[config.mk]
export PLATFORM = sky130hd
export DESIGN_NAME = ibl_sqrt
export DESIGN_NICKNAME = d
export VERILOG_FILES = /design/src/sv/ibl_pkg.sv /design/src/sv/ibl_sqrt.sv
export SDC_FILE = /design/constraint.sdc
export NUM_CORES = 1
export LEC_CHECK = 0
export ABC_AREA = 0
export BUFFER_PORTS_ARGS = -buffer_cell sky130_fd_sc_hd__buf_2
export CAP_MARGIN = 25
export CORE_MARGIN = 2
export CORE_UTILIZATION = 42
export CTS_CLUSTER_SIZE = 14
export DETAILED_ROUTE_END_ITERATION = 12
export HOLD_SLACK_MARGIN = 0.02
export PLACE_DENSITY_LB_ADDON = 0.15
export SYNTH_ARGS = -nofsm -noshare
export SYNTH_HDL_FRONTEND = slang
export SYNTH_SLANG_ARGS = --single-unit
[constraint.sdc]
create_clock -name clk -period 8.7 [get_ports clk]
set_clock_uncertainty 0.2 [all_clocks]
set_input_delay 1.74 -clock clk [delete_from_list [all_inputs] [get_ports clk]]
set_output_delay 1.74 -clock clk [all_outputs]
set_load 0.03 [all_outputs]
[src/sv/ibl_pkg.sv]
package ibl_pkg;

  // fixed scale factors and gains, Q16 / Q8.16
  localparam logic [23:0] ACC_K     = 24'd10283018;
  localparam logic [23:0] GYRO_K    = 24'd2287638;
  localparam logic [19:0] GRAVITY_Q = 20'd642690;
  localparam logic [15:0] DECAY_Q   = 16'd64881;
  localparam logic [13:0] FAST_LIMIT = 14'd1000;
  localparam logic [15:0] TH_001    = 16'd655;
  localparam logic [15:0] TH_005    = 16'd3277;
  localparam logic [15:0] TH_010    = 16'd6554;
  localparam logic [15:0] GAIN_03   = 16'd19661;
  localparam logic [15:0] GAIN_02   = 16'd13107;
  localparam logic [15:0] GAIN_05   = 16'd32768;
  localparam logic [15:0] GAIN_08   = 16'd52429;
  localparam logic [15:0] GAIN_095  = 16'd62259;

  // configuration register indexes
  localparam logic [2:0] CFG_GYRO_LIMIT = 3'd0;
  localparam logic [2:0] CFG_NORM_LOW   = 3'd1;
  localparam logic [2:0] CFG_NORM_HIGH  = 3'd2;
  localparam logic [2:0] CFG_ALPHA      = 3'd3;
  localparam logic [2:0] CFG_DEAD_BAND  = 3'd4;
  localparam logic [2:0] CFG_YAW_LIMIT  = 3'd5;
  localparam logic [2:0] CFG_COUNT_CAP  = 3'd6;

  typedef enum logic [3:0] {
    ST_IDLE, ST_MUL, ST_SCALE, ST_SQ, ST_SUM, ST_SROOT, ST_ZMUL,
    ST_ZSTART, ST_ZWAIT, ST_BSTART, ST_BWAIT, ST_YAW, ST_YAW2,
    ST_LMUL, ST_DONE
  } ibl_state_t;

  typedef struct packed {
    logic load;
    logic mul_scale;
    logic round_scale;
    logic mul_lpf;
    logic commit;
  } ibl_lane_ctl_t;

  // round to nearest, ties away from zero, divide by 65536
  function automatic logic signed [31:0] rnd16(input logic signed [47:0] p);
    logic [47:0] mag;
    logic [47:0] q;
    mag = p[47] ? 48'(-p) : 48'(p);
    q = (mag + 48'd32768) >> 16;
    return p[47] ? -$signed(q[31:0]) : $signed(q[31:0]);
  endfunction

  // saturate to 24 bits signed
  function automatic logic signed [23:0] sat24(input logic signed [31:0] v);
    if (v > 32'sd8388607) return 24'sh7fffff;
    else if (v < -32'sd8388608) return 24'sh800000;
    else return v[23:0];
  endfunction

endpackage

[src/sv/ibl_sqrt.sv]
module ibl_sqrt import ibl_pkg::*; (
  input  logic        clk,
  input  logic        rst_n,
  input  logic        start,
  input  logic [47:0] rad,
  output logic        done,
  output logic [23:0] root
);

  logic [47:0] x_r, r_r, bit_r, t;
  logic        busy_r, done_r;

  assign t = r_r + bit_r;

  // digit-by-digit square root, one result bit a cycle
  always_ff @(posedge clk) begin
    if (!rst_n) begin
      busy_r <= 1'b0;
      done_r <= 1'b0;
    end else begin
      done_r <= 1'b0;
      if (start) begin
        busy_r <= 1'b1;
        x_r    <= rad;
        r_r    <= '0;
        bit_r  <= 48'h1 << 46;
      end else if (busy_r) begin
        if (x_r >= t) begin
          x_r <= x_r - t;
          r_r <= (r_r >> 1) + bit_r;
        end else begin
          r_r <= r_r >> 1;
        end
        bit_r <= bit_r >> 2;
        if (bit_r == 48'h1) begin
          busy_r <= 1'b0;
          done_r <= 1'b1;
        end
      end
    end
  end

  assign done = done_r;
  assign root = r_r[23:0];

endmodule

# Word-level counts from Yosys, hierarchy flattened
# Cells that the tools add are included.
# Widths: inputs -> output; s select.
[word_totals]
out_inout_bits = 25
elab_cells = 27
register_bits = 122
[op_classes]
eq_ne = 1
muxes = 10
n_bitwise = 2
n_reduce_logical = 5
addsub = 3
order_cmp = 1
[op_table]
columns = ["op", "count"]
rows = [
  ["$mux 48", 5],
  ["$add 47x47->48", 1],
  ["$add 48x47->48", 1],
  ["$ge 48x48->1", 1],
  ["$sub 48x48->48", 1],
  ["$mux 47", 1],
  ["$eq 24x1->1 const B", 1],
  ["$mux 1", 4],
  ["$reduce_bool 2->1", 2],
  ["$reduce_and 3->1", 1],
  ["$reduce_or 3->1", 1],
  ["$not 1->1", 2],
  ["$reduce_and 2->1", 1],
]

# Logic depth before layout (Yosys ltp)
[depth]
depth_word = 5
depth_mapped = 24
ltp_nobuf = 21

# Worst setup path after synthesis
# No wires, ideal clock.
[synth_path]
path_kind = "input to register"
start = "in start"
end = "reg x_r[0], enable pin"
path_slack_ns = 0.368
stages = 4
arrival_ns = 7.605
path_buffers = 2
setup_time_ns = 0.527
path_cell_list = "clkbuf_1 clkbuf_1 o21a_1 a21boi_0"
[synth_between]
elab_chain_len = 2
word_cells_on_any_way = 3
classes_between = "reduce/logical (3)"
[synth_lines]
columns = ["element", "line", "text"]
rows = [
  ["start, declared", "ibl_sqrt.sv:4", "input logic start,"],
  ["$reduce_bool 2->1 (no line)", "--", ""],
  ["$reduce_and 3->1 (no line) (*)", "--", ""],
  ["end signal, assigned", "ibl_sqrt.sv:24", "x_r <= rad;"],
  ["end signal, assigned", "ibl_sqrt.sv:29", "x_r <= x_r - t;"],
  ["end, declared", "ibl_sqrt.sv:10", "logic [47:0] x_r, r_r, bit_r, t;"],
]
# Mark *: on every way between the ends. The rest lies on a longest branch, timed or not.
# A chain may end at the register's enable or synchronous reset.

# Worst setup path after layout
[layout_path]
start = "reg r_r[6]"
end = "reg x_r[22], enable pin"
[layout_between]
elab_chain_len = 4
[layout_lines]
columns = ["element", "line", "text"]
rows = [
  ["start, declared", "ibl_sqrt.sv:10", ""],
  ["start signal, assigned", "ibl_sqrt.sv:30", "r_r <= (r_r >> 1) + bit_r;"],
  ["start signal, assigned", "ibl_sqrt.sv:32", "r_r <= r_r >> 1;"],
  ["$add 48x47->48", "ibl_sqrt.sv:13", "assign t = r_r + bit_r;"],
  ["$ge 48x48->1", "ibl_sqrt.sv:28", "if (x_r >= t) begin"],
  ["$reduce_bool 2->1 (no line)", "--", ""],
  ["$reduce_and 3->1 (no line)", "--", ""],
]
# Every way passes these cells.

==> metrics <==
status=finished, final reports clean; Die Ht=168 um; post-synthesis sequential area ratio=32.1%; Data required, critical path=8580 ps; Worst Reg-to-Reg Cells=19; Post-synth EDFFs=120; Post-CTS Repair Setup Buffers=0; routed len/inst=18.9 um; drt drc=0; VDD IR max=171 uV; Leak=4.62 nW; Final min period=6280 ps; TritonCTS Buffers=17; drt first pass iters=6; Post-CTS Resized=0; 1st-iter DRT viols=659; worst skew pair latency=430 ps; Gate Count Post-Synth=1,280; Placement Rows=60; critical path class=reg2reg; Tcrit/Tclk final=72.2%; Port Buffers=75; post-synth net total=1,430; Peak Freq=159 MHz; Final GP Congestion=0.900; RSZ-0062 raised after global routing=no; crit path max fanout=31; final hold vios=0; final instance area=12,400 um2; Layout area overhead=8.68%; Hold EP=done; final setup fails=0; DIE AREA=28,400 um2; largest net degree at the start of global routing=90; layout cell share with drive strength beyond 1=12.1%; synthesized area=11,400 um2; WP data arrival=6170 ps; Die Wd=168 um; worst reg2reg setup slack=2420 ps; HPWL Detailed=23.9 mm; Least-Margin Pin Slew=960 ps; class of the worst hold path=reg2reg; CTS tree=yes; core box area=26,700 um2; Clock Sinks=122; Critical R2R Launch=r_r[6]; CP Capture Type=flop; fin. max-slew vios=0; # IOs=76; setup_tns=0 ps; CTS H-tree lvls=4; YS warnings=0; total routed wirelength=31.5 mm; FFs w/ async S/R, synth=0%; via count=9,667; Post-DRT Antenna Nets=0; flops & latches, synth=122; Antenna Cells=0; Remaining Overflow, GRT=0; Initial Util=42.5%; hold_sp=busy_r; first-pass GRT wire length=50.3 mm; worst rel slew slack=36.0%; Worst R2R End=x_r[22]; count of cell types in the netlist=79; # hold bufs at CTS=0; Root Buffer=clkbuf_16; GRT Overall Usage=22.3%; placed cell areas=11,800 um2; Nets=1,458; initial antenna violation count=0; Bufs on Longest Clock Path=2; max-cap violations=0; vias in the first global route=9,461; average cell area after synthesis=8.88 um2; cell count of the worst hold path=1; Synth Flop Type=edfxtp_1; pwr/cell area=248 nW/um2; DR vias/cell=5.82; Reg clk slew, reported paths=60 ps; type of origin of the critical path=flop
[critical path: stages, from the launching register on]
cell and delay, ps:
edfxtp_1 510, ha_1 410, a31oi_1 160, o21ai_0 170
a21o_1 230, a21oi_1 290, o31ai_1 140, a311oi_1 590
nor3_1 120, o21ai_0 240, xor2_1 100, ha_1 420
and3_4 240, nand2_1 50, o21ai_0 460, nor3_1 100
nor2_1 140, nand2_1 190, a21boi_4 670, buf_4 490
[worst max path at each step]
stage	from	slack, ps	to	cells after the start
after global placement	r_r[2]	2630	x_r[11]	19
after detailed placement	r_r[6]	2520	x_r[11]	19
after CTS	r_r[6]	2430	x_r[19]	19
after floorplan	start	370	x_r[0]	4
after global routing	r_r[6]	1950	x_r[27]	19
final	r_r[6]	2420	x_r[22]	19
[final cells by class]
| cell class | count | area, um2 |
|---|---|---|
| inverter | 33 | 124 |
| multi-input combinational | 1054 | 7180 |
| clock buffer | 17 | 425 |
| sequential | 122 | 3640 |
| clock inverter | 15 | 131 |
| fill | 2628 | 14400 |
| timing repair buffer | 80 | 415 |
| tap | 341 | 427 |
[kinds of logic (layout without fill, tap and decap cells)]
family | after synthesis | in the layout | synth area share [%]
xor+xnor | 127 | 127 | 9.79
simple gates | 416 | 416 | 17.8
buf+inv | 104 | 145 | 4.89
compound gates | 404 | 404 | 23.8
fa+ha+maj | 99 | 99 | 11.0
mux | 8 | 8 | 0.738
flops | 122 | 122 | 32.1
[cell usage in the layout, fill, tap and decap left out, drive strengths merged, types with 13 or more instances in the layout]
master,netlist,layout
a211oi,33,33
a21o,22,22
a21oi,85,85
a31oi,42,42
and2,13,13
buf,44,80
clkbuf,27,17
edfxtp,120,120
ha,98,98
inv,33,34
nand2,141,141
nand3,19,19
nand4,28,28
nor2,92,92
nor2b,48,48
nor3,21,21
o21ai,121,121
o21bai,19,19
xnor2,58,58
xor2,69,69
[where the power goes]
group / total [mW] / internal, mW / switching (mW)
clock: 0.700 / 0.415 / 0.285
sequential: 0.856 / 0.771 / 0.0852
combinational: 1.51 / 0.584 / 0.928
total: 3.07 / 1.77 / 1.30
[layer usage]
layer / routed length (um) / global-route usage, % / vias up
met3: 1160 / 3.32 / 39
li1: - / - / 4813
met5: 0 / 0 / -
met2: 15500 / 39.9 / 257
met1: 14100 / 28.1 / 4558
met4: 700 / 6.18 / 0
[flip-flops by register name (all words and copies together) (netlist names)]
name / flops
x_r: 48
r_r: 48
busy_r: 1
done: 1
bit_r: 24
[Yosys cell counts (all sizes together) (27+ instances only)]
library cell	number	area share, %
nand2	141	4.7
o21ai	121	5.3
edfxtp	120	32
ha	98	11
nor2	92	3.0
a21oi	85	3.8
xor2	69	5.3
xnor2	58	4.5
nor2b	48	2.6
buf	44	2.9
a31oi	42	2.3
a211oi	33	3.1
inv	33	1.1
nand4	28	1.5
clkbuf	27	0.90
[stage by stage]
step / total power [mW] / cells / setup WS (ps) / hold slack, ps / util [%]
2_1_floorplan: 2.06 / 1280 / 368 / 254 / -
5_1_grt: 3.28 / 1662 / 1950 / 304 / 46.2
4_1_cts: 3.08 / 1662 / 2430 / 294 / 46.2
3_5_place_dp: 2.37 / 1630 / 2520 / 288 / 44.1
6_report: 3.07 / 1662 / 2420 / 292 / 46.2
3_3_place_gp: 2.37 / 1630 / 2630 / 282 / 44.1
No activity file was read; power rests on OpenSTA's default activity.
