[src/sv/ibl_pkg.sv]
package ibl_pkg;

  // fixed scale factors and gains, Q16 / Q8.16
  localparam logic [23:0] ACC_K     = 24'd10283018;
  localparam logic [23:0] GYRO_K    = 24'd2287638;
  localparam logic [19:0] GRAVITY_Q = 20'd642690;
  localparam logic [15:0] DECAY_Q   = 16'd64881;
  localparam logic [13:0] FAST_LIMIT = 14'd1000;
  localparam logic [15:0] TH_001    = 16'd655;
  localparam logic [15:0] TH_005    = 16'd3277;
  localparam logic [15:0] TH_010    = 16'd6554;
  localparam logic [15:0] GAIN_03   = 16'd19661;
  localparam logic [15:0] GAIN_02   = 16'd13107;
  localparam logic [15:0] GAIN_05   = 16'd32768;
  localparam logic [15:0] GAIN_08   = 16'd52429;
  localparam logic [15:0] GAIN_095  = 16'd62259;

  // configuration register indexes
  localparam logic [2:0] CFG_GYRO_LIMIT = 3'd0;
  localparam logic [2:0] CFG_NORM_LOW   = 3'd1;
  localparam logic [2:0] CFG_NORM_HIGH  = 3'd2;
  localparam logic [2:0] CFG_ALPHA      = 3'd3;
  localparam logic [2:0] CFG_DEAD_BAND  = 3'd4;
  localparam logic [2:0] CFG_YAW_LIMIT  = 3'd5;
  localparam logic [2:0] CFG_COUNT_CAP  = 3'd6;

  typedef enum logic [3:0] {
    ST_IDLE, ST_MUL, ST_SCALE, ST_SQ, ST_SUM, ST_SROOT, ST_ZMUL,
    ST_ZSTART, ST_ZWAIT, ST_BSTART, ST_BWAIT, ST_YAW, ST_YAW2,
    ST_LMUL, ST_DONE
  } ibl_state_t;

  typedef struct packed {
    logic load;
    logic mul_scale;
    logic round_scale;
    logic mul_lpf;
    logic commit;
  } ibl_lane_ctl_t;

  // round to nearest, ties away from zero, divide by 65536
  function automatic logic signed [31:0] rnd16(input logic signed [47:0] p);
    logic [47:0] mag;
    logic [47:0] q;
    mag = p[47] ? 48'(-p) : 48'(p);
    q = (mag + 48'd32768) >> 16;
    return p[47] ? -$signed(q[31:0]) : $signed(q[31:0]);
  endfunction

  // saturate to 24 bits signed
  function automatic logic signed [23:0] sat24(input logic signed [31:0] v);
    if (v > 32'sd8388607) return 24'sh7fffff;
    else if (v < -32'sd8388608) return 24'sh800000;
    else return v[23:0];
  endfunction

endpackage

[src/sv/ibl_lane.sv]
module ibl_lane import ibl_pkg::*; (
  input  logic               clk,
  input  logic               rst_n,
  input  ibl_lane_ctl_t      ctl,
  input  logic signed [15:0] raw_in,
  input  logic [23:0]        k,
  input  logic signed [25:0] v,
  input  logic [15:0]        alpha,
  input  logic               first,
  output logic signed [23:0] scaled,
  output logic signed [23:0] filt
);

  logic signed [15:0] raw_r;
  logic signed [47:0] prod_r;
  logic signed [23:0] scaled_r, f_r;
  logic signed [47:0] raw_x, k_x, diff_x, alpha_x;
  logic signed [31:0] prod_rnd;
  logic signed [31:0] f_sum;

  assign raw_x    = 48'(raw_r);
  assign k_x      = $signed(48'(k));
  assign diff_x   = 48'(v) - 48'(f_r);
  assign alpha_x  = $signed(48'(alpha));
  assign prod_rnd = rnd16(prod_r);
  assign f_sum    = 32'(f_r) + prod_rnd;

  // sample capture and shared product register
  always_ff @(posedge clk) begin
    if (ctl.load) raw_r <= raw_in;
    if (ctl.mul_scale) prod_r <= raw_x * k_x;
    else if (ctl.mul_lpf) prod_r <= alpha_x * diff_x;
    if (ctl.round_scale) scaled_r <= prod_rnd[23:0];
  end

  // low-pass state, first sample loaded directly
  always_ff @(posedge clk) begin
    if (!rst_n) begin
      f_r <= '0;
    end else if (ctl.commit) begin
      f_r <= first ? sat24(32'(v)) : sat24(f_sum);
    end
  end

  assign scaled = scaled_r;
  assign filt   = f_r;

endmodule
[config.mk]
export PLATFORM = sky130hd
export DESIGN_NAME = ibl_lane
export DESIGN_NICKNAME = d
export VERILOG_FILES = /design/src/sv/ibl_pkg.sv /design/src/sv/ibl_lane.sv
export SDC_FILE = /design/constraint.sdc
export NUM_CORES = 2
export LEC_CHECK = 0
export BUFFER_PORTS_ARGS = -buffer_cell sky130_fd_sc_hd__buf_2
export CORE_MARGIN = 8
export CORE_UTILIZATION = 50
export DETAILED_ROUTE_END_ITERATION = 12
export GPL_TIMING_DRIVEN = 0
export HOLD_SLACK_MARGIN = 0.12
export PLACE_DENSITY = 0.72
export SLEW_MARGIN = 30
export SYNTH_ARGS = -nofsm -noshare
export SYNTH_HDL_FRONTEND = slang
export SYNTH_SLANG_ARGS = --single-unit
[constraint.sdc]
create_clock -name clk -period 11.9 [get_ports clk]
set_input_delay 1.785 -clock clk [delete_from_list [all_inputs] [get_ports clk]]
set_output_delay 1.785 -clock clk [all_outputs]
set_load 0.1 [all_outputs]
After elaboration in Yosys (flattened, before gate mapping)
Cells that the tools add are included.
Word-level totals
  logic and storage cells: 25
  bits in latches: 0
  RAM bits: 0
  memories: 0
  output and inout port bits: 48
  ROM bits: 0
  input port bits: 90
  flip-flop bits (word level): 112
Operators by class
  divide/modulo/power cells: 0
  multipliers: 2
  $add $sub $neg: 5
  bitwise logic cells: 0
  $lt $le $gt $ge: 4
  mux-type cells: 9
  reductions and logical operators: 1
  equal/unequal tests: 0
  shift-type cells: 0
Operators by type and width (count)
  two-way mux 48 bit: 3
  two-way mux 24 bit: 5
  adder 48 x 16 -> 48 bit (second input constant): 1
  negation 48 bit: 1
  multiplier 17 x 27 -> 44 bit: 1
  multiplier 16 x 25 -> 41 bit: 1
  adder 24 x 32 -> 32 bit: 1
  > comparator 32 x 24 -> 1 bit (second input constant): 1
  less-than comparator 32 x 24 -> 1 bit (second input constant): 1
  two-way mux 32 bit: 1
  negation 32 bit: 1
  subtractor 26 x 24 -> 27 bit: 1
  > comparator 26 x 24 -> 1 bit (second input constant): 1
  less-than comparator 26 x 24 -> 1 bit (second input constant): 1
  nonzero test 2 bit: 1

Longest topological paths before layout
  word-level depth: 10
  mapped depth: 44

Worst setup path before layout
No wires, ideal clock.
  path type: input-to-reg
  start point: in v[0]
  end point: reg prod_r[42] (data pin)
  stages on the path: 40
  arrival time: 10250 ps
  slack: 1372 ps
  path through: inv_1 -> ha_1 -> inv_1 -> fa_1 -> a21o_1 -> a21oi_1 -> o21bai_1 -> a21o_1 -> a21oi_1 -> o21ai_0 -> a31oi_1 -> a21oi_1 -> a21oi_1 -> nor2b_1 -> nor2_1 -> xnor2_1 -> clkbuf_1 -> nand2_1 -> (+4 left out) -> fa_1 -> inv_1 -> fa_1 -> fa_1 -> fa_1 -> ha_1 -> a21o_1 -> a21o_1 -> a21o_1 -> a21oi_1 -> o21bai_1 -> a41o_1 -> o311a_1 -> a221o_1 -> a211o_1 -> a31oi_1 -> xor2_1 -> o211ai_1
On the way
  longest elaborated chain between the ends: 4
Ends and longest elaborated chain
  from (decl): line ibl_lane.sv:7  | input logic signed [25:0] v,
  subtractor 26 x 24 -> 27 bit: line ibl_lane.sv:23  | assign diff_x = 48'(v) - 48'(f_r);
  multiplier 17 x 27 -> 44 bit: line ibl_lane.sv:32  | else if (ctl.mul_lpf) prod_r <= alpha_x * diff_x;
  two-way mux 48 bit: line ibl_lane.sv:32
  two-way mux 48 bit: line ibl_lane.sv:31  | if (ctl.mul_scale) prod_r <= raw_x * k_x;
  to (signal assigned): line ibl_lane.sv:31
  to (signal assigned): line ibl_lane.sv:32
  to (decl): line ibl_lane.sv:15  | logic signed [47:0] prod_r;
No other way between the ends. The select of a mux whose other input is x is not followed.
A chain may end at the register's enable or synchronous reset.

Final worst setup path
Ends and elaborated chain as after synthesis.

==> impl_metrics.env <==
export IMPL_first_iter_violations=2454
export IMPL_avgViaCountPerCell=5.64
export IMPL_fmax_mhz=86.6
export IMPL_critical_path_max_stage_delay_ns=0.65
export IMPL_synth_warnings=0
export IMPL_synth_commonest_cells="inv_1 (897), fa_1 (727), nand2_1 (673)"
export IMPL_wl_per_cell_um=19.9
export IMPL_synthArstFlopShare_pct=0
export IMPL_status="complete, no violations"
export IMPL_yosysSeqAreaShare_pct=7.96
export IMPL_cts_tree="built"
export IMPL_slowest_stage="xor2_1"
export IMPL_drv_slew=0
export IMPL_period_share_pct=97.1
export IMPL_cts_buffers=9
export IMPL_path_common_cell="fa_1"
export IMPL_initial_core_util_pct=50.6
export IMPL_antenna_found_initial=7
export IMPL_die_y_um=291
export IMPL_layout_drive_gt1_share_pct=5.80
export IMPL_crit_type="input port to flop"
export IMPL_grt_total_usage_pct=26.1
export IMPL_final_nets=5654
export IMPL_synth_area_sq_um=37700
export IMPL_clk_latency_ns=0.40
export IMPL_die_area_sq_um=84500
export IMPL_relSlewSlack_pct=36.0
export IMPL_synth_most_common_cell="inv_1"
export IMPL_setup_ws_ns=0.347
export IMPL_clkTransAtPathRegs_ns=0.09
export IMPL_period_needed_ns=11.55
export IMPL_crit_path_start_kind="input port"
export IMPL_holdBufCountCts=0
export IMPL_grt_pass1_vias=32200
export IMPL_synth_area_leaders="fa_1 (39%), ha_1 (10%), inv_1 (8.9%)"
export IMPL_grt_max_degree=45
export IMPL_synth_top_flop_cell="edfxtp_1"
export IMPL_numClockSinks=108
export IMPL_tightest_slew_ns=0.953
export IMPL_avgSynthCellArea_sq_um=8.59
export IMPL_cts_root_buf="clkbuf_16"
export IMPL_crit_family="compound AO/OA/AOI/OAI gates"
export IMPL_rows=100
export IMPL_fin_worst_skew_ns=0.0184
export IMPL_drcViolationCount=0
export IMPL_htreeDepth=3
export IMPL_yosysUniqueCellTypes=94
export IMPL_synth_edf_count=84
export IMPL_finalInstanceArea_sq_um=40200
export IMPL_overflow=0
export IMPL_worstPathRequired_ns=12.01
export IMPL_fillers=6906
export IMPL_max_cap_violations=0
export IMPL_port_buffers=123
export IMPL_drt_total_wl_um=110000
export IMPL_worstSetupEndpointType="flop"
export IMPL_synth_top_area_share_pct=38.6
export IMPL_dieWidth_um=291
export IMPL_crit_arrival_ns=11.67
export IMPL_place_ws_ns=-0.579
export IMPL_area_delta_synth_final_pct=6.72
export IMPL_coreArea_sq_um=74600
export IMPL_fin_tns_setup_ns=0
export IMPL_synth_seq_cells=108
export IMPL_ios=138
export IMPL_synth_fp_nets=5509
export IMPL_yosys_area_top_type="fa_1"
export IMPL_vias=31100
export IMPL_setup_viol=0
export IMPL_use_met1_pct=33.6
export IMPL_place_congestion=0.971
export IMPL_grt_first_pass_wirelength_um=176000
export IMPL_met3_usage_pct=5.51
export IMPL_drt_pass1_iter_count=6
export IMPL_hold_viol_final=0
export IMPL_hpwl_um=92200
export IMPL_syn_inst=4388
export IMPL_clock_path_buffers=2
export IMPL_postRouteAntennaNets=0
export IMPL_hp_class="flop to flop"
export IMPL_path_max_fanout=10
export IMPL_place_area_sq_um=39600
export IMPL_path_buf_inv=7
export IMPL_use_met2_pct=42.7
export IMPL_grt_busiest_layer="met2"
[timing repair]
action,in CTS,in global routing
endpoints found under the setup margin,4,34
resized for setup,4,56
pin swaps,0,7
buffers inserted,0,13
[cell families after synthesis]
family	count (synthesis)	share of synthesized area (%)
and+or+nand+nor	1385	17.8
buffers and inverters	1093	11.0
adders and majority gates	1031	48.7
AOI/OAI and AO/OA	567	9.77
xor gates and xnor gates	183	4.25
DFF	108	7.96
muxes	21	0.584
[flip-flops by register name, indices dropped and copies added (netlist names)]
register,flops
prod_r,44
filt,24
scaled,24
raw_r,16
[tightest hold or removal path, cell delays in order (launching register included)]
cell     delay (ns)
dfxtp_1        0.36
o21ai_0        0.16
a31oi_1        0.05
[layout make-up]
class                           instances  area (sq um)  share of cell area [%]
Tap cell                              969          1210                    3.01
Multi-Input combinational cell       3187         30800                    76.6
Antenna cell                            6          15.0                  0.0373
Buffer                                193           781                    1.94
Clock inverter                          7          61.3                   0.152
Timing Repair Buffer                  136           738                    1.83
Sequential cell                       108          3000                    7.46
Clock buffer                            9           225                   0.560
Inverter                              898          3370                    8.38
[cell usage in the layout, fill, tap and decap left out, drive strengths merged, types with 9 or more instances in the layout]
master | Yosys | layout
inv | 897 | 900
fa | 727 | 727
nand2 | 674 | 674
ha | 304 | 304
and2 | 276 | 276
clkbuf | 168 | 172
buf | 27 | 166
o21ai | 152 | 152
a21oi | 137 | 137
nor2 | 121 | 121
xnor2 | 121 | 121
edfxtp | 84 | 84
nand2b | 63 | 63
xor2 | 62 | 62
nand3 | 48 | 48
a21o | 47 | 47
nor3 | 43 | 43
a31oi | 34 | 34
nor2b | 33 | 33
nand4 | 27 | 27
o31ai | 26 | 26
o21bai | 25 | 25
dfxtp | 24 | 24
and3 | 20 | 20
o21a | 20 | 20
or3 | 17 | 17
nor4 | 17 | 17
a211oi | 14 | 14
or2 | 14 | 14
mux2i | 13 | 13
o211ai | 11 | 11
a31o | 9 | 9
[path summary, 6_finish.rpt]
| kind | startpoint | end | slack, ns | depth (start not counted) |
|---|---|---|---|---|
| setup reg to reg | prod_r[46] | filt[2] | 0.74 | 36 |
| setup / recovery | v[0] | prod_r[42] | 0.35 | 34 |
| hold / removal | filt[7] | filt[7] | 0.60 | 2 |
| hold reg to reg | filt[7] | filt[7] | 0.60 | 2 |
[per-stage QoR]
stage | std cells | util (%) | hold WS [ns]
floorplan | 4388 | - | 0.661
global placement | 5480 | 53.0 | 0.569
detailed placement | 5480 | 53.1 | 0.580
CTS | 5496 | 53.6 | 0.596
global route | 5508 | 53.9 | 0.627
finish | 5513 | 54.0 | 0.605
[routing by layer]
layer / vias up / part of all wire, %
met3: 266 / 8.8
li1: 13900 / -
met4: 2 / 4.7
met5: - / 0.011
met2: 1341 / 47
met1: 15600 / 40
Power is left out: the tool's default activity adds up to more than one toggle a clock period on the data nets, which glitch-free logic cannot reach.
