[src/sv/ibl_pkg.sv]
package ibl_pkg;

  // fixed scale factors and gains, Q16 / Q8.16
  localparam logic [23:0] ACC_K     = 24'd10283018;
  localparam logic [23:0] GYRO_K    = 24'd2287638;
  localparam logic [19:0] GRAVITY_Q = 20'd642690;
  localparam logic [15:0] DECAY_Q   = 16'd64881;
  localparam logic [13:0] FAST_LIMIT = 14'd1000;
  localparam logic [15:0] TH_001    = 16'd655;
  localparam logic [15:0] TH_005    = 16'd3277;
  localparam logic [15:0] TH_010    = 16'd6554;
  localparam logic [15:0] GAIN_03   = 16'd19661;
  localparam logic [15:0] GAIN_02   = 16'd13107;
  localparam logic [15:0] GAIN_05   = 16'd32768;
  localparam logic [15:0] GAIN_08   = 16'd52429;
  localparam logic [15:0] GAIN_095  = 16'd62259;

  // configuration register indexes
  localparam logic [2:0] CFG_GYRO_LIMIT = 3'd0;
  localparam logic [2:0] CFG_NORM_LOW   = 3'd1;
  localparam logic [2:0] CFG_NORM_HIGH  = 3'd2;
  localparam logic [2:0] CFG_ALPHA      = 3'd3;
  localparam logic [2:0] CFG_DEAD_BAND  = 3'd4;
  localparam logic [2:0] CFG_YAW_LIMIT  = 3'd5;
  localparam logic [2:0] CFG_COUNT_CAP  = 3'd6;

  typedef enum logic [3:0] {
    ST_IDLE, ST_MUL, ST_SCALE, ST_SQ, ST_SUM, ST_SROOT, ST_ZMUL,
    ST_ZSTART, ST_ZWAIT, ST_BSTART, ST_BWAIT, ST_YAW, ST_YAW2,
    ST_LMUL, ST_DONE
  } ibl_state_t;

  typedef struct packed {
    logic load;
    logic mul_scale;
    logic round_scale;
    logic mul_lpf;
    logic commit;
  } ibl_lane_ctl_t;

  // round to nearest, ties away from zero, divide by 65536
  function automatic logic signed [31:0] rnd16(input logic signed [47:0] p);
    logic [47:0] mag;
    logic [47:0] q;
    mag = p[47] ? 48'(-p) : 48'(p);
    q = (mag + 48'd32768) >> 16;
    return p[47] ? -$signed(q[31:0]) : $signed(q[31:0]);
  endfunction

  // saturate to 24 bits signed
  function automatic logic signed [23:0] sat24(input logic signed [31:0] v);
    if (v > 32'sd8388607) return 24'sh7fffff;
    else if (v < -32'sd8388608) return 24'sh800000;
    else return v[23:0];
  endfunction

endpackage

[src/sv/ibl_div.sv]
module ibl_div import ibl_pkg::*; (
  input  logic               clk,
  input  logic               rst_n,
  input  logic               start,
  input  logic signed [47:0] num,
  input  logic [23:0]        den,
  output logic               done,
  output logic signed [31:0] quo
);

  localparam int NW = 49;
  localparam int DW = 24;
  localparam int CW = $clog2(NW);

  logic [NW-1:0] q_r;
  logic [DW-1:0] rem_r, den_r;
  logic [CW-1:0] cnt_r;
  logic          busy_r, done_r, neg_r;
  logic [NW-1:0] mag;
  logic [DW:0]   rem_sh;
  logic          ge;

  // rounding bias added to the magnitude before the divide
  assign mag = (num[47] ? NW'(-num) : NW'(num)) + NW'(den >> 1);
  assign rem_sh = {rem_r, q_r[NW-1]};
  assign ge = rem_sh >= {1'b0, den_r};

  // restoring division, one quotient bit a cycle
  always_ff @(posedge clk) begin
    if (!rst_n) begin
      busy_r <= 1'b0;
      done_r <= 1'b0;
      cnt_r  <= '0;
    end else begin
      done_r <= 1'b0;
      if (start) begin
        busy_r <= 1'b1;
        cnt_r  <= '0;
        q_r    <= mag;
        rem_r  <= '0;
        den_r  <= den;
        neg_r  <= num[47];
      end else if (busy_r) begin
        rem_r <= ge ? DW'(rem_sh - {1'b0, den_r}) : DW'(rem_sh);
        q_r   <= {q_r[NW-2:0], ge};
        cnt_r <= cnt_r + 1'b1;
        if (cnt_r == CW'(NW - 1)) begin
          busy_r <= 1'b0;
          done_r <= 1'b1;
        end
      end
    end
  end

  assign done = done_r;
  assign quo  = neg_r ? -$signed(q_r[31:0]) : $signed(q_r[31:0]);

endmodule

[config.mk]
export PLATFORM = sky130hd
export DESIGN_NAME = ibl_div
export DESIGN_NICKNAME = d
export VERILOG_FILES = /design/src/sv/ibl_pkg.sv /design/src/sv/ibl_div.sv
export SDC_FILE = /design/constraint.sdc
export NUM_CORES = 1
export LEC_CHECK = 0
export BUFFER_PORTS_ARGS = -buffer_cell sky130_fd_sc_hd__buf_2
export CAP_MARGIN = 15
export CORE_MARGIN = 2
export CORE_UTILIZATION = 25
export DETAILED_ROUTE_END_ITERATION = 16
export PLACE_DENSITY = 0.51
export SYNTH_ARGS = -nofsm -noshare
export SYNTH_HDL_FRONTEND = slang
export SYNTH_SLANG_ARGS = --single-unit
[constraint.sdc]
create_clock -name clk -period 6.6 [get_ports clk]
set_input_delay 1.32 -clock clk [delete_from_list [all_inputs] [get_ports clk]]
set_output_delay 1.32 -clock clk [all_outputs]
set_load 0.03 [all_outputs]
[Word-level counts from Yosys, hierarchy flattened]
Cells that the tools add are included.
Operators by class
  add/sub/neg operators: 5
  order comparisons: 1
  eq/ne operators: 1
  mux-type cells: 10
  bitwise logic cells: 2
  reduce and logical (&&, ||, !) cells: 5
Operator list (count)
  two-way mux 49 bit: 3
  adder 49 x 23 -> 49 bit: 1
  negation 48 -> 49 bit: 1
  two-way mux 24 bit: 2
  two-way mux 32 bit: 1
  negation 32 bit: 1
  >= comparator 25 x 24 -> 1 bit: 1
  subtractor 24 bit: 1
  adder 6 x 1 -> 6 bit, second input constant: 1
  == test 6 bit, second input constant: 1
  two-way mux 1 bit: 4
  AND reduction 2 bit: 2
  OR reduction 3 bit: 1
  inverter 1 bit: 2
  nonzero test 2 bit: 1
  OR reduction 2 bit: 1
Word-level totals
  bits in registers: 106
  input port bits: 75
  output and inout bits: 33
  word-level logic and storage cells: 31

[Longest topological paths before layout]
Gate-level depths: netlist (run 1).
  depth in word-level cells: 4
  mapped depth: 17
  gate-level depth less buffers: 17

[Least setup slack after synthesis (run 1)]
OpenSTA, ideal clock, no wires.
  path kind: input port to flip-flop
  start: in num[47]
  end: reg q_r[36], data pin
  library setup time: 260 ps
  arrival time: 5031 ps
  setup slack: 1308 ps
  stages on the path: 16
  path buffers: 4
  cells stage by stage: clkbuf_1 clkbuf_1 buf_1 clkbuf_1 o41ai_1 xnor2_1 ha_1 a211oi_1 o21ai_0 o211ai_1 o21ai_0 a41oi_1 a211o_1 nor3_4 xnor2_1 mux2_4
Between the ends
  word-level cells in the longest chain between the ends: 3
RTL lines
  from (decl): line ibl_div.sv:5  | input logic signed [47:0] num,
  two-way mux 49 bit: line ibl_div.sv:24  | assign mag = (num[47] ? NW'(-num) : NW'(num)) + NW'(den >> 1);
  adder 49 x 23 -> 49 bit: line ibl_div.sv:24
  two-way mux 49 bit: line ibl_div.sv:36  | if (start) begin
  to (signal assigned): line ibl_div.sv:39  | q_r <= mag;
  to (signal assigned): line ibl_div.sv:45  | q_r <= {q_r[NW-2:0], ge};
  to (decl): line ibl_div.sv:15  | logic [NW-1:0] q_r;
Every way passes these cells.
A chain may end at the register's enable or synchronous reset.

[Final worst setup path (run 1)]
  start: in num[5]
  end: reg q_r[45], data pin
Between the ends
  word-level cells in the longest chain between the ends: 4
RTL lines (line)
  negation 48 -> 49 bit: ibl_div.sv:24
  two-way mux 49 bit (*): ibl_div.sv:24
  adder 49 x 23 -> 49 bit (*): ibl_div.sv:24
  two-way mux 49 bit (*): ibl_div.sv:36
Mark *: on every way between the ends. The rest lies on a longest branch, timed or not.

==> results of run 1 <==
flip-flops by register name, indices dropped and copies added, names as in the netlist:
signal / cells
q_r: 49
den_r: 24
rem_r: 24
cnt_r: 6
busy_r: 1
done: 1
neg_r: 1
final cells by class:
type	count	area [µm²]	share of cell area, %
Multi-Input combinational cell	816	5780	54.7
Clock inverter	6	88.8	0.840
Sequential cell	106	3100	29.4
Inverter	45	169	1.60
Clock buffer	10	229	2.17
Timing Repair Buffer	116	607	5.74
Antenna cell	2	5.00	0.0473
Tap cell	468	586	5.54
cell usage after synthesis (12+ instances only):
master	count
sky130_fd_sc_hd__a211oi_1	13
sky130_fd_sc_hd__a21o_1	25
sky130_fd_sc_hd__a21oi_1	64
sky130_fd_sc_hd__clkbuf_1	28
sky130_fd_sc_hd__edfxtp_1	98
sky130_fd_sc_hd__ha_1	54
sky130_fd_sc_hd__inv_1	45
sky130_fd_sc_hd__mux2_2	31
sky130_fd_sc_hd__nand2_1	102
sky130_fd_sc_hd__nand2b_1	12
sky130_fd_sc_hd__nand3_1	19
sky130_fd_sc_hd__nand4_1	24
sky130_fd_sc_hd__nor2_1	59
sky130_fd_sc_hd__nor2b_1	15
sky130_fd_sc_hd__nor3_1	24
sky130_fd_sc_hd__o21ai_0	47
sky130_fd_sc_hd__o31ai_1	25
sky130_fd_sc_hd__or3_1	12
sky130_fd_sc_hd__or4_1	15
sky130_fd_sc_hd__xnor2_1	99
sky130_fd_sc_hd__xor2_1	31
logic make-up after synthesis:
group	count (synthesis)	synth area share [%]
AO/OA/AOI/OAI	250	17.9
multiplexers	36	4.39
XOR/XNOR	130	12.4
flip-flops	106	33.7
AND/OR/NAND/NOR	344	20.3
adder cells (fa/ha/maj)	56	7.78
buffers and inverters	82	3.51
power by group:
| part | internal [mW] | switching, mW |
|---|---|---|
| registers | 0.816 | 0.0492 |
| logic | 0.327 | 0.480 |
| clock network | 0.334 | 0.262 |
how the worst min path moves through the flow:
| stage | from | to | slack [ns] | cells after the start |
|---|---|---|---|---|
| detailed placement | cnt_r[5]$_SDFFE_PP0P_ | cnt_r[5]$_SDFFE_PP0P_ | 0.49 | 2 |
| floorplan | cnt_r[5]$_SDFFE_PP0P_ | cnt_r[5]$_SDFFE_PP0P_ | 0.46 | 2 |
| CTS | cnt_r[5]$_SDFFE_PP0P_ | cnt_r[5]$_SDFFE_PP0P_ | 0.50 | 2 |
| finish | cnt_r[5]$_SDFFE_PP0P_ | cnt_r[5]$_SDFFE_PP0P_ | 0.49 | 2 |
| global route | cnt_r[5]$_SDFFE_PP0P_ | cnt_r[5]$_SDFFE_PP0P_ | 0.53 | 2 |
| global placement | cnt_r[5]$_SDFFE_PP0P_ | cnt_r[5]$_SDFFE_PP0P_ | 0.47 | 2 |
worst register-to-register path, delay by kind of cell, from the launching register on:
| kind | cells | cell delay (ns) |
|---|---|---|
| AOI/OAI and AO/OA | 7 | 1.64 |
| adders and majority gates | 1 | 0.32 |
| buffers and inverters | 1 | 0.35 |
| DFF | 1 | 0.41 |
| and+or+nand+nor | 2 | 0.65 |
per-layer routing:
| layer | GRT usage, % | up-vias | wire length, µm |
|---|---|---|---|
| met4 | 2.36 | 0 | 246 |
| met2 | 22.5 | 181 | 12100 |
| li1 | - | 3917 | - |
| met1 | 20.6 | 3777 | 13800 |
| met5 | 0 | - | 0 |
| met3 | 2.49 | 17 | 1300 |
placed cells by master, fill, tap and decap left out, types with 13 or more instances in the layout:
| cell | synthesis | final |
|---|---|---|
| sky130_fd_sc_hd__a211oi_1 | 13 | 13 |
| sky130_fd_sc_hd__a21oi_1 | 64 | 64 |
| sky130_fd_sc_hd__xnor2_1 | 99 | 99 |
| sky130_fd_sc_hd__o31ai_1 | 25 | 25 |
| sky130_fd_sc_hd__inv_1 | 45 | 45 |
| sky130_fd_sc_hd__nor2_1 | 59 | 59 |
| sky130_fd_sc_hd__a21o_1 | 25 | 25 |
| sky130_fd_sc_hd__nand4_1 | 24 | 24 |
| sky130_fd_sc_hd__xor2_1 | 31 | 31 |
| sky130_fd_sc_hd__edfxtp_1 | 98 | 98 |
| sky130_fd_sc_hd__ha_1 | 54 | 54 |
| sky130_fd_sc_hd__nand2_1 | 102 | 102 |
| sky130_fd_sc_hd__buf_2 | 3 | 107 |
| sky130_fd_sc_hd__nand3_1 | 19 | 19 |
| sky130_fd_sc_hd__nor3_1 | 24 | 24 |
| sky130_fd_sc_hd__or4_1 | 15 | 15 |
| sky130_fd_sc_hd__nor2b_1 | 15 | 14 |
| sky130_fd_sc_hd__mux2_2 | 31 | 31 |
| sky130_fd_sc_hd__o21ai_0 | 47 | 47 |
==> reports/summary.md, run 1 <==
* transition time of the tightest slew-check pin: 0.909 ns
* number of global-route vias before repair: 7538
* top fanout value on the critical path: 9
* clock tree sinks: 106
* clock buffers created by TritonCTS: 9
* area overhead of the layout relative to synthesis: 14.9%
* synthesized area divided by synthesized cell count: 9.16 µm²
* cell types with the largest area share after synthesis: sky130_fd_sc_hd__edfxtp_1, sky130_fd_sc_hd__xnor2_1, sky130_fd_sc_hd__ha_1, sky130_fd_sc_hd__nand2_1, sky130_fd_sc_hd__mux2_2
* x dimension of the die: 196 µm
* leakage power of the design: 3.98 nW
* post-detailed-route via-to-cell ratio: 5.03
* number of setup violations in the final report: 0
* standard-cell rows: 70
* setup repair after global routing missed its margin: false
* half-perimeter wire length of the detailed placement result: 21.6 mm
* sequential cell area fraction in the yosys report: 33.7%
* wire length of the first global-routing pass: 43.0 mm
* type of element launching the critical path: input port
* # Max-Cap Violations: 0
* Post-CTS Hold Fix Bufs: 0
* Setup Total Neg Slack: 0 ns
* Initial Util: 25.2%
* share of cells above drive strength 1: 17.0%
* cells on worst reg2reg path: 11
* Antenna Violating Nets Remaining: 0
* number of synthesized flops with an enable pin: 98
* non-filler cells in the finished layout: 1569
* violation count after the first detailed-routing iteration: 517
* summed area of non-filler cells in the final layout: 10600 µm²
* final slew viol count: 0
* critical path type: input port to register
* buffer count from post-CTS setup fixing: 0
* number of warnings printed during yosys synthesis: 0
* count of distinct cell types in the synthesized netlist: 77
* slowest stage cell on the critical path: sky130_fd_sc_hd__a21oi_1
* Main synth FF type: sky130_fd_sc_hd__edfxtp_1
* utilization after layout: 29.0%
* # resized after CTS: 0
* number of antenna violations at the first check in global routing: 0
* final hold violation count: 0
* worst max-slew margin expressed relative to the limit: 39.4%
* placer's final routability congestion estimate: 0.834
* Total Routing Usage GR: 14.3%
* Max VDD drop: 0.126 mV
* minimum setup slack in the final design: 0.699 ns
* fill cell instance count of the final layout: 3911
* Synth Net Count: 1135
* clock-pin slew on the worst setup and hold paths: 0.07 ns
* via count of the routed design: 7892
* slowest stage delay, CP: 0.62 ns
* crit share post-route: 89.4%
* dominant delay contributor by cell family on the critical path: simple AND/OR/NAND/NOR gates
* pre-CTS WS: 0.351 ns
* floorplan die height: 196 µm
* highest clock rate: 169 MHz
* depth of the CTS H-tree: 3
* number of design rule violations left after detail routing: 0
* CTS tree: built
* r2r startpoint: rem_r[0]$_SDFFCE_PP0P_
* internal reg-to-reg setup slack: 2.94 ns
* Worst Setup EP: q_r[45]$_DFFE_PP_
* Critical R2R Capture: rem_r[22]$_SDFFCE_PP0P_
* WP data arrival: 6.02 ns
* critical path required time: 6.72 ns
* post-synthesis sequential element count: 106
* P per Cell Area: 215 nW/µm²
* maximum clock skew at final layout: 0.0176 ns
* detailed-routing iteration count for the pre-antenna-repair pass: 5
* element type at the critical path end: register
* Design Power: 2.27 mW
* final layout net count: 1225
* cells traversed along the worst timing path: buf_2 -> or4_1 -> or3_1 -> or3_1 -> o41ai_1 -> xnor2_1 -> ha_1 -> nand3_1 -> nor2_1 -> a221oi_1 -> nor2_1 -> a31oi_1 -> a21oi_1 -> nor3b_2 -> nand3_1 -> a31o_1
* Worst Path Buf+Inv: 1
* HP Class: register to register
* area fraction of the dominant cell type after synthesis: 32.0%
* Area after DPL: 10200 µm²
* Yosys top cell by area: sky130_fd_sc_hd__edfxtp_1
* Mapped Area: 9200 µm²
* number of cells in the design after placement: 1550
* total global routing overflow: 0
* Async SR Flop Fraction: 0%
* run status: completed
* WHS: 0.490 ns
* clock latency on the worst-skew pair: 0.37 ns
* wire per inst: 17.5 µm
* post-layout minimum cycle time: 5.90 ns
* CTS Buffer Depth: 2
* Clk Tree Root Cell: sky130_fd_sc_hd__clkbuf_16
* Port Buf Inserts: 107
* largest net degree at the start of global routing: 45
* depth of the critical timing path with buffers and inverters included: 16
* final WL: 27.4 mm
* placeable core region: 36400 µm²
* die area: 38300 µm²
* I/O pins: 108
* Post-Syn Instances: 1004
* Setup crit start: num[5]
Power figures use the tool's default switching activity.
==> run 2, diff against run 1 <==
Settings changed: CORE_MARGIN 2 to default.
==> run 2 against run 1 <==
Net effect: power decreased by 2.0%; final area decreased by 0.63%; clock skew decreased by 0.0060 ns; first-iteration DRC count decreased by 8.3%; cell count decreased by 0.70%; sequential share of layout area increased by 0.19 points; wire length increased by 0.40%; worst hold slack improved by 0.0054 ns; critical path depth unchanged; setup slack improved by 0.10 ns; maximum frequency increased by 1.8%; global-route usage increased by 0.31 points.
==> reports/summary.md, run 2 (synthesized netlist as in run 1, its figures left out) <==
* worst max-slew margin expressed relative to the limit: 26.6%, -13 points
* clock latency on the worst-skew pair: 0.36 ns, about the same
* # Max-Cap Violations: 0, unchanged
* most common library cell in the layout ignoring fill and taps: sky130_fd_sc_hd__buf_2
* x dimension of the die: 194 µm, -1.0%
* area overhead of the layout relative to synthesis: 14.2%
* clock-pin slew on the worst setup and hold paths: 0.08 ns, about the same
* sink of the worst hold path: cnt_r[5]$_SDFFE_PP0P_
* final slew viol count: 0, unchanged
* type of element launching the critical path: input port
* registers with the highest flip-flop counts: q_r x49, den_r x24, rem_r x24
* number of setup violations in the final report: 0, unchanged
* final WL: 27.5 mm, +0.40%
* post-layout minimum cycle time: 5.80 ns, -0.103 ns
* final layout net count: 1223, -0.16%
* final hold violation count: 0, unchanged
* number of global-route vias before repair: 7491, -0.62%
* ant diodes: 0, -2
* beginning of the worst hold path: cnt_r[5]$_SDFFE_PP0P_
* WP data arrival: 5.92 ns, -0.10 ns
* setup repair after global routing missed its margin: false
* detailed-routing iteration count for the pre-antenna-repair pass: 5, unchanged
* Max VDD drop: 0.132 mV, +4.9%
* Worst Hold Path Cells: 2, unchanged
* clock buffers created by TritonCTS: 9, unchanged
* Total Routing Usage GR: 14.6%, +0.31 points
* Critical R2R Capture: q_r[0]$_DFFE_PP_
* clock tree sinks: 106, unchanged
* placeable core region: 35900 µm², -1.4%
* post-detailed-route via-to-cell ratio: 5.08, +1.0%
* wire length of the first global-routing pass: 42.9 mm, -0.16%
* Largest register FFs: 49, unchanged
* highest clock rate: 172 MHz, +1.8%
* transition time of the tightest slew-check pin: 1.10 ns, +0.189 ns
* number of antenna violations at the first check in global routing: 0, unchanged
* # resized after CTS: 0, unchanged
* via count of the routed design: 7916, +0.30%
* Port Buf Inserts: 107, unchanged
* floorplan die height: 194 µm, -1.0%
* largest net degree at the start of global routing: 44, -2.2%
* half-perimeter wire length of the detailed placement result: 21.6 mm, about the same
* placer's final routability congestion estimate: 0.907, +8.8%
* leakage power of the design: 3.96 nW, -0.54%
* critical path type: input port to register
* I/O pins: 108, unchanged
* element type at the critical path end: register
* share of cells above drive strength 1: 16.9%, -0.15 points
* Post-CTS Hold Fix Bufs: 0, unchanged
* Clk Tree Root Cell: sky130_fd_sc_hd__clkbuf_16
* Setup crit start: num[5]
* Initial Util: 25.6%, +0.37 points
* wire per inst: 17.7 µm, +1.1%
* P per Cell Area: 212 nW/µm², -1.3%
* total global routing overflow: 0, unchanged
* standard-cell rows: 69, -1.4%
* run status: completed
* buffer count from post-CTS setup fixing: 0, unchanged
* violation count after the first detailed-routing iteration: 474, -8.3%
* internal reg-to-reg setup slack: 2.57 ns, -0.37 ns
* fill cell instance count of the final layout: 3841, -1.8%
* maximum clock skew at final layout: 0.0116 ns, -0.00597 ns
* register name with the most flops: q_r
* die area: 37600 µm², -2.0%
* commonest cells after routing, fill and taps aside: sky130_fd_sc_hd__buf_2, sky130_fd_sc_hd__nand2_1, sky130_fd_sc_hd__xnor2_1
* Antenna Violating Nets Remaining: 0, unchanged
* depth of the CTS H-tree: 3, unchanged
* HP Class: register to register
* Setup Total Neg Slack: 0 ns, unchanged
* Design Power: 2.22 mW, -2.0%
* CTS tree: built
* crit share post-route: 87.8%, -1.6 points
* cells on worst reg2reg path: 9, -2
* r2r startpoint: rem_r[0]$_SDFFCE_PP0P_
* CTS Buffer Depth: 2, unchanged
* number of design rule violations left after detail routing: 0, unchanged
* top fanout value on the critical path: 9, unchanged
* critical path required time: 6.72 ns, about the same
[run 2: worst max-delay path by stage]
stage | cells past startpoint | endpoint
finish | 16 | q_r[45]$_DFFE_PP_
global route | 16 | q_r[45]$_DFFE_PP_
CTS | 16 | q_r[45]$_DFFE_PP_
detailed placement | 16 | q_r[45]$_DFFE_PP_
global placement | 16 | q_r[45]$_DFFE_PP_
floorplan | 16 | q_r[36]$_DFFE_PP_
[run 2: final cells by class]
type | instances | area, µm² | area share (%)
Clock buffer | 13 | 260 | 2.48
Multi-Input combinational cell | 816 | 5780 | 55.1
Timing Repair Buffer | 114 | 588 | 5.60
Clock inverter | 3 | 23.8 | 0.226
Inverter | 45 | 169 | 1.61
Sequential cell | 106 | 3100 | 29.5
Tap cell | 461 | 577 | 5.49
[run 2: where the power goes]
| group | total (mW) | leakage, nW | switching, mW | internal (mW) |
|---|---|---|---|---|
| registers | 0.863 | 1.00 | 0.0476 | 0.816 |
| clock network | 0.548 | 0.141 | 0.267 | 0.281 |
| logic | 0.812 | 2.81 | 0.486 | 0.325 |
| total | 2.22 | 3.96 | 0.801 | 1.42 |
[run 2: critical path, stage by stage]
cell,delay [ns]
sky130_fd_sc_hd__buf_2,0.13
sky130_fd_sc_hd__or4_1,0.59
sky130_fd_sc_hd__or3_1,0.49
sky130_fd_sc_hd__or3_1,0.43
sky130_fd_sc_hd__o41ai_1,0.37
sky130_fd_sc_hd__xnor2_1,0.12
sky130_fd_sc_hd__ha_1,0.40
sky130_fd_sc_hd__nand3_1,0.12
sky130_fd_sc_hd__nor2_1,0.22
sky130_fd_sc_hd__a221oi_1,0.15
sky130_fd_sc_hd__nor2_1,0.11
sky130_fd_sc_hd__a31oi_1,0.07
sky130_fd_sc_hd__a21oi_1,0.58
sky130_fd_sc_hd__nor3b_2,0.48
sky130_fd_sc_hd__nand3_1,0.13
sky130_fd_sc_hd__a31o_1,0.22
[run 2: metrics by stage]
step / std cells / setup slack (ns) / area (µm²) / util, % / hold slack [ns]
after global placement: 1542 / 0.538 / 10200 / 28.5 / 0.473
after global routing: 1558 / 0.428 / 10500 / 29.2 / 0.543
after CTS: 1558 / 0.866 / 10500 / 29.2 / 0.500
final: 1558 / 0.802 / 10500 / 29.2 / 0.496
after floorplan: 1004 / 1.31 / 9200 / - / 0.458
after detailed placement: 1542 / 0.479 / 10200 / 28.5 / 0.485
[run 2: routing by layer]
layer | global-route usage (%) | wire [µm]
met1 | 21.5 | 14000
met2 | 22.6 | 12000
met3 | 2.26 | 1360
met4 | 2.23 | 187
met5 | 0 | 0
